$ cat src/rtl/cba_pkg.sv
`timescale 1ns / 1ps
// ----------------------------------------------------------------------------
// cba_pkg
// Shared types and constants of the contiguous bitmap allocator: request and
// response payloads, command and status codes, controller states.
// ----------------------------------------------------------------------------
package cba_pkg;

    localparam int BLOCK_COUNT_DEF = 4096;

    // The map is held as words of one digit each; one digit is scanned a cycle.
    localparam int DIGIT_BITS  = 8;
    localparam int DIGIT_SHIFT = 3;

    localparam logic CMD_ALLOC   = 1'b0;
    localparam logic CMD_RELEASE = 1'b1;

    localparam logic STATUS_OK        = 1'b0;
    localparam logic STATUS_NOT_FOUND = 1'b1;

    typedef struct packed {
        logic        cmd;
        logic [11:0] first_block;
        logic [12:0] run_length;
    } t_req;

    typedef struct packed {
        logic        status;
        logic [11:0] granted_block;
    } t_rsp;

    typedef enum logic [2:0] {
        ST_CLEAR,
        ST_IDLE,
        ST_SCAN,
        ST_MODIFY,
        ST_RESP
    } t_state;

endpackage

$ cat src/rtl/cba_ram.sv
`timescale 1ns / 1ps
// ----------------------------------------------------------------------------
// cba_ram
// Generic simple dual-port RAM: one write port, one read port with
// registered read data.
// ----------------------------------------------------------------------------
module cba_ram #(
    parameter int WIDTH = 8,
    parameter int DEPTH = 512,
    localparam int AW   = (DEPTH > 1) ? $clog2(DEPTH) : 1
) (
    input  logic             i_clk,
    input  logic             i_we,
    input  logic [AW-1:0]    i_waddr,
    input  logic [WIDTH-1:0] i_wdata,
    input  logic [AW-1:0]    i_raddr,
    output logic [WIDTH-1:0] o_rdata
);

    logic [WIDTH-1:0] r_mem [DEPTH];
    logic [WIDTH-1:0] r_rdata;

    always_ff @(posedge i_clk) begin
        if (i_we) begin
            r_mem[i_waddr] <= i_wdata;
        end
        r_rdata <= r_mem[i_raddr];
    end

    assign o_rdata = r_rdata;

endmodule

$ cat src/rtl/contiguous_bitmap_allocator.sv
`timescale 1ns / 1ps
// After reset the map is cleared, one word a cycle, with the request side held not
// ready. An allocate scans the map word by word for the first free run of the
// requested length and then marks the granted run used, word by word; it answers
// not found when no run fits, and skips the scan for a zero length. A release
// clears its run word by word and skips that for a zero length. One request
// is in flight at a time; the next is taken the cycle after the result is registered.
// ----------------------------------------------------------------------------
// contiguous_bitmap_allocator
// First-fit allocator of runs of consecutive blocks over a used-block bitmap
// held in RAM, scanned one 8-bit digit per cycle.
// ----------------------------------------------------------------------------
module contiguous_bitmap_allocator #(
    parameter int BLOCK_COUNT = cba_pkg::BLOCK_COUNT_DEF
) (
    input  logic          i_clk,
    input  logic          i_rst_n,
    input  logic          i_req_valid,
    output logic          o_req_ready,
    input  cba_pkg::t_req i_req,
    output logic          o_rsp_valid,
    input  logic          i_rsp_ready,
    output cba_pkg::t_rsp o_rsp
);

    localparam int DB = cba_pkg::DIGIT_BITS;
    localparam int DS = cba_pkg::DIGIT_SHIFT;
    localparam int NW = (BLOCK_COUNT + DB - 1) / DB;
    localparam int AW = (NW > 1) ? $clog2(NW) : 1;
    localparam int GW = AW + DS;                        // block index width
    localparam int EW = ((GW > 13) ? GW : 13) + 1;      // run end width
    localparam logic [GW:0]   BC_G = (GW + 1)'(BLOCK_COUNT);
    localparam logic [EW-1:0] BC_E = EW'(BLOCK_COUNT);
    localparam logic [AW-1:0] LAST_WORD = AW'(NW - 1);

    cba_pkg::t_state r_state, n_state;

    logic [AW-1:0]   r_clr, n_clr;
    logic [AW-1:0]   r_scan_word, n_scan_word;
    logic [12:0]     r_run, n_run;
    logic [GW-1:0]   r_run_start, n_run_start;
    logic [12:0]     r_len, n_len;
    logic            r_cmd, n_cmd;
    logic [EW-1:0]   r_lo, n_lo;
    logic [EW-1:0]   r_hi, n_hi;
    logic [AW:0]     r_rd_word, n_rd_word;
    logic [AW-1:0]   r_wr_word, n_wr_word;
    logic            r_pend, n_pend;
    logic            r_status, n_status;
    logic [11:0]     r_granted, n_granted;
    logic            r_out_valid, n_out_valid;
    cba_pkg::t_rsp   r_out, n_out;

    logic            ram_we;
    logic [AW-1:0]   ram_waddr;
    logic [DB-1:0]   ram_wdata;
    logic [AW-1:0]   ram_raddr;
    logic [DB-1:0]   ram_rdata;

    logic            req_fire;
    logic            rel_skip;
    logic [EW-1:0]   rel_sum;
    logic [EW-1:0]   rel_hi;
    logic            scan_found;
    logic [GW-1:0]   scan_start;
    logic [12:0]     scan_run;
    logic [GW-1:0]   scan_run_start;
    logic            rd_more;
    logic [DB-1:0]   word_mask;
    logic            out_free;

    cba_ram #(
        .WIDTH (DB),
        .DEPTH (NW)
    ) u_map (
        .i_clk   (i_clk),
        .i_we    (ram_we),
        .i_waddr (ram_waddr),
        .i_wdata (ram_wdata),
        .i_raddr (ram_raddr),
        .o_rdata (ram_rdata)
    );

    assign o_req_ready = (r_state == cba_pkg::ST_IDLE);
    assign req_fire    = i_req_valid && o_req_ready;
    assign out_free    = !r_out_valid || i_rsp_ready;

    // Release bounds: the run is cut at the end of the map.
    assign rel_sum  = EW'(i_req.first_block) + EW'(i_req.run_length);
    assign rel_hi   = (rel_sum > BC_E) ? BC_E : rel_sum;
    assign rel_skip = (i_req.run_length == 13'd0) || (EW'(i_req.first_block) >= BC_E);

    // Walk the current map word bit by bit, tracking the free run in progress.
    // Blocks beyond the end of the map count as used.
    always_comb begin
        logic [12:0]   run;
        logic [GW-1:0] st;
        logic          fnd;
        logic [GW-1:0] g;
        logic          free_bit;
        run = r_run;
        st  = r_run_start;
        fnd = 1'b0;
        for (int j = 0; j < DB; j++) begin
            g        = {r_scan_word, DS'(j)};
            free_bit = !ram_rdata[j] && ({1'b0, g} < BC_G);
            if (!fnd) begin
                if (free_bit) begin
                    if (run == 13'd0) begin
                        st = g;
                    end
                    run = run + 13'd1;
                    if (run == r_len) begin
                        fnd = 1'b1;
                    end
                end else begin
                    run = 13'd0;
                end
            end
        end
        scan_found     = fnd;
        scan_start     = st;
        scan_run       = run;
        scan_run_start = st;
    end

    // Bits of the word being written back that fall inside [lo, hi).
    always_comb begin
        logic [EW-1:0] g;
        for (int j = 0; j < DB; j++) begin
            g            = EW'({r_wr_word, DS'(j)});
            word_mask[j] = (g >= r_lo) && (g < r_hi);
        end
    end

    assign rd_more = (EW'({r_rd_word, {DS{1'b0}}}) < r_hi);

    // Next state.
    always_comb begin
        n_state = r_state;
        case (r_state)
            cba_pkg::ST_CLEAR: begin
                if (r_clr == LAST_WORD) begin
                    n_state = cba_pkg::ST_IDLE;
                end
            end
            cba_pkg::ST_IDLE: begin
                if (req_fire) begin
                    if (i_req.cmd == cba_pkg::CMD_ALLOC) begin
                        n_state = (i_req.run_length == 13'd0) ? cba_pkg::ST_RESP
                                                               : cba_pkg::ST_SCAN;
                    end else begin
                        n_state = rel_skip ? cba_pkg::ST_RESP : cba_pkg::ST_MODIFY;
                    end
                end
            end
            cba_pkg::ST_SCAN: begin
                if (scan_found) begin
                    n_state = cba_pkg::ST_MODIFY;
                end else if (r_scan_word == LAST_WORD) begin
                    n_state = cba_pkg::ST_RESP;
                end
            end
            cba_pkg::ST_MODIFY: begin
                if (!rd_more) begin
                    n_state = cba_pkg::ST_RESP;
                end
            end
            cba_pkg::ST_RESP: begin
                if (out_free) begin
                    n_state = cba_pkg::ST_IDLE;
                end
            end
            default: n_state = cba_pkg::ST_IDLE;
        endcase
    end

    // Datapath and RAM control.
    always_comb begin
        n_clr       = r_clr;
        n_scan_word = r_scan_word;
        n_run       = r_run;
        n_run_start = r_run_start;
        n_len       = r_len;
        n_cmd       = r_cmd;
        n_lo        = r_lo;
        n_hi        = r_hi;
        n_rd_word   = r_rd_word;
        n_wr_word   = r_wr_word;
        n_pend      = r_pend;
        n_status    = r_status;
        n_granted   = r_granted;
        n_out_valid = r_out_valid && !i_rsp_ready;
        n_out       = r_out;
        ram_we      = 1'b0;
        ram_waddr   = r_wr_word;
        ram_wdata   = '0;
        ram_raddr   = '0;
        case (r_state)
            cba_pkg::ST_CLEAR: begin
                ram_we    = 1'b1;
                ram_waddr = r_clr;
                n_clr     = r_clr + AW'(1);
            end
            cba_pkg::ST_IDLE: begin
                if (req_fire) begin
                    n_cmd       = i_req.cmd;
                    n_len       = i_req.run_length;
                    n_scan_word = '0;
                    n_run       = '0;
                    n_run_start = '0;
                    n_pend      = 1'b0;
                    n_granted   = '0;
                    if (i_req.cmd == cba_pkg::CMD_ALLOC) begin
                        n_status = (i_req.run_length == 13'd0) ? cba_pkg::STATUS_NOT_FOUND
                                                                : cba_pkg::STATUS_OK;
                    end else begin
                        n_status  = cba_pkg::STATUS_OK;
                        n_lo      = EW'(i_req.first_block);
                        n_hi      = rel_hi;
                        n_rd_word = (AW + 1)'(i_req.first_block >> DS);
                    end
                end
            end
            cba_pkg::ST_SCAN: begin
                ram_raddr   = r_scan_word + AW'(1);
                n_scan_word = r_scan_word + AW'(1);
                n_run       = scan_run;
                n_run_start = scan_run_start;
                if (scan_found) begin
                    n_lo      = EW'(scan_start);
                    n_hi      = EW'(scan_start) + EW'(r_len);
                    n_rd_word = (AW + 1)'(scan_start >> DS);
                    n_granted = 12'(scan_start);
                    n_status  = cba_pkg::STATUS_OK;
                end else if (r_scan_word == LAST_WORD) begin
                    n_status = cba_pkg::STATUS_NOT_FOUND;
                end
            end
            cba_pkg::ST_MODIFY: begin
                // Read-modify-write, one word a cycle: the word read last cycle
                // is written while the next one is read.
                ram_we    = r_pend;
                ram_waddr = r_wr_word;
                ram_wdata = (r_cmd == cba_pkg::CMD_ALLOC) ? (ram_rdata | word_mask)
                                                          : (ram_rdata & ~word_mask);
                if (rd_more) begin
                    ram_raddr = r_rd_word[AW-1:0];
                    n_wr_word = r_rd_word[AW-1:0];
                    n_rd_word = r_rd_word + (AW + 1)'(1);
                    n_pend    = 1'b1;
                end else begin
                    n_pend = 1'b0;
                end
            end
            cba_pkg::ST_RESP: begin
                if (out_free) begin
                    n_out_valid         = 1'b1;
                    n_out.status        = r_status;
                    n_out.granted_block = r_granted;
                end
            end
            default: begin
                n_pend = 1'b0;
            end
        endcase
    end

    always_ff @(posedge i_clk) begin
        if (!i_rst_n) begin
            r_state     <= cba_pkg::ST_CLEAR;
            r_clr       <= '0;
            r_pend      <= 1'b0;
            r_out_valid <= 1'b0;
        end else begin
            r_state     <= n_state;
            r_clr       <= n_clr;
            r_pend      <= n_pend;
            r_out_valid <= n_out_valid;
        end
    end

    always_ff @(posedge i_clk) begin
        r_scan_word <= n_scan_word;
        r_run       <= n_run;
        r_run_start <= n_run_start;
        r_len       <= n_len;
        r_cmd       <= n_cmd;
        r_lo        <= n_lo;
        r_hi        <= n_hi;
        r_rd_word   <= n_rd_word;
        r_wr_word   <= n_wr_word;
        r_status    <= n_status;
        r_granted   <= n_granted;
        r_out       <= n_out;
    end

    assign o_rsp_valid = r_out_valid;
    assign o_rsp       = r_out;

endmodule

$ cat config.mk
export PLATFORM = sky130hd
export DESIGN_NAME = contiguous_bitmap_allocator
export DESIGN_NICKNAME = d
export VERILOG_FILES = /design/src/rtl/cba_pkg.sv /design/src/rtl/cba_ram.sv /design/src/rtl/contiguous_bitmap_allocator.sv
export SDC_FILE = /design/constraint.sdc
export NUM_CORES = 2
export LEC_CHECK = 0
export ABC_AREA = 0
export BUFFER_PORTS_ARGS = -buffer_cell sky130_fd_sc_hd__buf_2
export CAP_MARGIN = 20
export CELL_PAD_IN_SITES_DETAIL_PLACEMENT = 1
export CELL_PAD_IN_SITES_GLOBAL_PLACEMENT = 1
export CORE_ASPECT_RATIO = 1.25
export CORE_MARGIN = 3
export CORE_UTILIZATION = 40
export DETAILED_ROUTE_END_ITERATION = 8
export PLACE_DENSITY_LB_ADDON = 0.05
export SETUP_SLACK_MARGIN = 0.02
export SKIP_LAST_GASP = 1
export SLEW_MARGIN = 30
export SYNTH_ARGS = -nofsm -noshare
export SYNTH_HDL_FRONTEND = slang
export SYNTH_HIERARCHICAL = 1
export SYNTH_SLANG_ARGS = --single-unit
$ cat constraint.sdc
create_clock -name i_clk -period 57.3 [get_ports i_clk]
set_input_delay 14.325 -clock i_clk [delete_from_list [all_inputs] [get_ports i_clk]]
set_output_delay 14.325 -clock i_clk [all_outputs]
set_load 0.005 [all_outputs]
==> flow_metrics.py <==
metrics = {
    "timing": {
        "grt_setup_unrepaired": "no",
        "fin_skew_ns": 0.107,
        "max_freq_mhz": 56.7,
        "hold-worst-slack_ns": 0.418,
        "worstMarginPinSlew_ns": 1.06,
        "fin_crit_sh_pct": 30.8,
        "fin_crit_ns": 17.64,
        "fin_setup_tns_ns": 0,
        "hold_violations": 0,
        "slew_headroom_pct": 27.3,
        "final_max_slew_viol_count": 0,
        "setup_viol": 0,
    },
    "logic_synthesis": {
        "async_flop_share_pct": 0,
        "synth_cell_types": 129,
        "netlist_area_sq_um": 177000,
        "syn_avg_cell_area_sq_um": 17.5,
        "yosysWarnings": 6,
        "synthCells": 10152,
        "yosys_most_used_dff": "edfxtp_1",
        "synth_edf_count": 4215,
        "ys_seq_area_share_pct": 71.7,
        "synth_seq_cells": 4237,
        "syn-num-nets": 10259,
    },
    "clocking": {
        "clkLatencyLatePin_ns": 1.02,
        "cts-resized-gates": 0,
        "h-tree-depth": 5,
        "post_cts_buffers": 0,
        "numCtsBuffers": 432,
        "cts_hold_buf": 0,
        "path_clk_slew_ns": 0.06,
        "clock_sinks": 4237,
        "clock-root-buffer": "clkbuf_16",
        "tritoncts": "done",
        "clockBufferDepth": 4,
    },
    "drt": {
        "drc": 0,
        "avgRoutedWirePerCell_microns": 33.4,
        "totalWireLength_microns": 550000,
        "vias": 97468,
        "viasPerCell": 5.92,
        "dr.first_iter.drc_count": 8613,
        "ant_nets": 0,
        "firstDrtPassIters": 5,
    },
    "grt": {
        "grt_overflow_total": 0,
        "met2_usage_pct": 41.9,
        "grt_pass1_vias": 102249,
        "grt_max_degree": 181,
        "top_usage_layer": "met2",
        "grt.total_usage_pct": 23.9,
        "grtUsageMet3_pct": 2.56,
        "globalRouteMet1Util_pct": 31.7,
        "antenna_found_initial": 21,
        "grt_pass1_wl_microns": 782000,
    },
    "floorplanning": {
        "dieArea_sq_um": 451000,
        "std_cell_rows": 272,
        "start_util_pct": 40.3,
        "die_h_microns": 750,
        "core_area_sq_um": 440000,
        "die_x_microns": 601,
        "io_pins": 45,
    },
    "worst_hold_path": {
        "hold_depth": 0,
        "hp-start": "r_granted[1]",
        "hold_path.class": "flip-flop to flip-flop",
        "holdPathEnd": "o_rsp[1]",
    },
    "finish": {
        "final_cell_mix": "edfxtp_1, mux2i_1, nor2_1, mux4_2, clkbuf_16",
        "n_fill_cell": 41265,
        "final_common_cell": "edfxtp_1",
        "drive_gt1_share_pct": 16.7,
        "nets": 10319,
        "utilization_pct": 44.9,
        "finalNonFillerCells": 16474,
        "area_growth_pct": 11.6,
    },
    "worst_setup_path": {
        "crit_arrival_ns": 18.43,
        "reg2reg_slack_ns": 40.96,
        "required_ns": 58.09,
        "worst-path-max-fanout": 11,
        "end_kind": "flip-flop",
        "start_kind": "primary input",
        "r2r_start": "r_run[0]",
        "reg2reg_to": "r_hi[11]",
        "path_class": "primary input to flip-flop",
        "r2r_cells": 58,
    },
    "placed_design": {
        "dp_cells": 15664,
        "port_buffers": 44,
        "dpl.hpwl_microns": 345000,
        "place_congestion": 0.851,
    },
    "power_and_ir_drop": {
        "irDropWorstVdd_v": 0.0000241,
        "p_leak_nw": 50.4,
        "power_density_nw_per_um2": 31.7,
        "total_power_mw": 6.26,
    },
    "run_status": {
        "status": "completed",
    },
    "job": {
        "cap_violations": 0,
    },
}
==> cells by family after synthesis <==
group,after synthesis,share of synthesized area (%)
DFF,4237,71.7
buffers and inverters,735,2.21
adders and majority gates,77,0.552
muxes,1535,13.4
xor gates and xnor gates,178,0.927
and+or+nand+nor,1833,5.00
AOI/OAI and AO/OA,1557,6.26
==> final cells by class <==
class | instances | area, sq um | area share, %
Sequential cell | 4237 | 127000 | 64.3
Clock buffer | 522 | 11300 | 5.74
Tap cell | 5891 | 7370 | 3.73
Antenna cell | 9 | 22.5 | 0.0114
Clock inverter | 274 | 2530 | 1.28
Timing Repair Buffer | 269 | 2310 | 1.17
Inverter | 92 | 354 | 0.179
Multi-Input combinational cell | 5180 | 46700 | 23.6
==> routing by layer <==
metal / wire length [microns] / vias to the layer above
met5: 12 / -
met4: 15400 / 2
met3: 23000 / 697
met2: 281000 / 2371
met1: 231000 / 52762
li1: - / 41636
==> state kept, by name, indices dropped and copies added (netlist names) <==
signal / count
r_run: 13
r_lo: 12
r_hi: 14
o_rsp: 13
r_clr: 9
r_status: 1
r_cmd: 1
o_rsp_valid: 1
r_pend: 1
r_wr_word: 9
r_rd_word: 10
r_scan_word: 9
r_state: 3
r_granted: 12
r_len: 13
r_run_start: 12
u_map/r_mem: 4096
u_map/o_rdata: 8
==> how the worst max path moves through the flow <==
stage / from / to / slack (ns) / cells past startpoint
6_report: i_req[1] / r_hi[1] / 39.66 / 19
5_1_grt: i_req[0] / r_hi[5] / 39.34 / 20
4_1_cts: i_req[1] / r_hi[1] / 39.86 / 19
3_5_place_dp: i_req[1] / r_hi[1] / 38.79 / 19
3_3_place_gp: i_req[1] / r_hi[1] / 38.62 / 19
2_1_floorplan: r_wr_word[4] / u_map/r_mem[0][6] / 30.31 / 12
==> worst max-delay path: stages <==
cell and delay (ns):
buf_2 0.13, ha_1 0.30, a21o_1 0.19, a21oi_1 0.22, o21ai_0 0.11, a21oi_1 0.23, o21ai_0 0.13, a21oi_1 0.24
o21ai_0 0.11, a21oi_1 0.28, o21bai_1 0.11, a21oi_1 0.23, xnor2_1 0.12, nor4_1 0.45, a21oi_1 0.08, o32a_1 0.30
nor2_1 0.61, inv_1 0.11, o22ai_1 0.15
==> where the power goes <==
part / switching [mW] / internal (mW)
clock network: 1.20 / 1.60
registers: 0.00186 / 3.36
logic: 0.0713 / 0.0293
==> cell usage after synthesis (all sizes together) (53+ instances only) <==
library cell  instances  area, sq um
nor4                 93          601
clkbuf              343         1290
mux2i               840         8430
buf                 300         2280
mux4                654        14700
o21ai               211         1070
nand3               114          576
a22oi                67          508
nor2                784         2950
nor3                199         1040
xnor2               132         1170
inv                  89          334
nand4                76          482
a21o                 54          405
o221ai              377         3310
nand2               241          905
edfxtp             4215       127000
a21oi               320         1610
ha                   75          938
a211oi               53          458
o22ai               183         1150
and2                 59          389
==> stage by stage <==
stage / setup slack (ns) / cell area, sq um
final: 39.66 / 198000
after global routing: 39.34 / 198000
after CTS: 39.86 / 197000
after detailed placement: 38.79 / 184000
after global placement: 38.62 / 183000
after floorplan: 30.31 / 177000
Note: power is estimated with default switching activity, not from simulation.
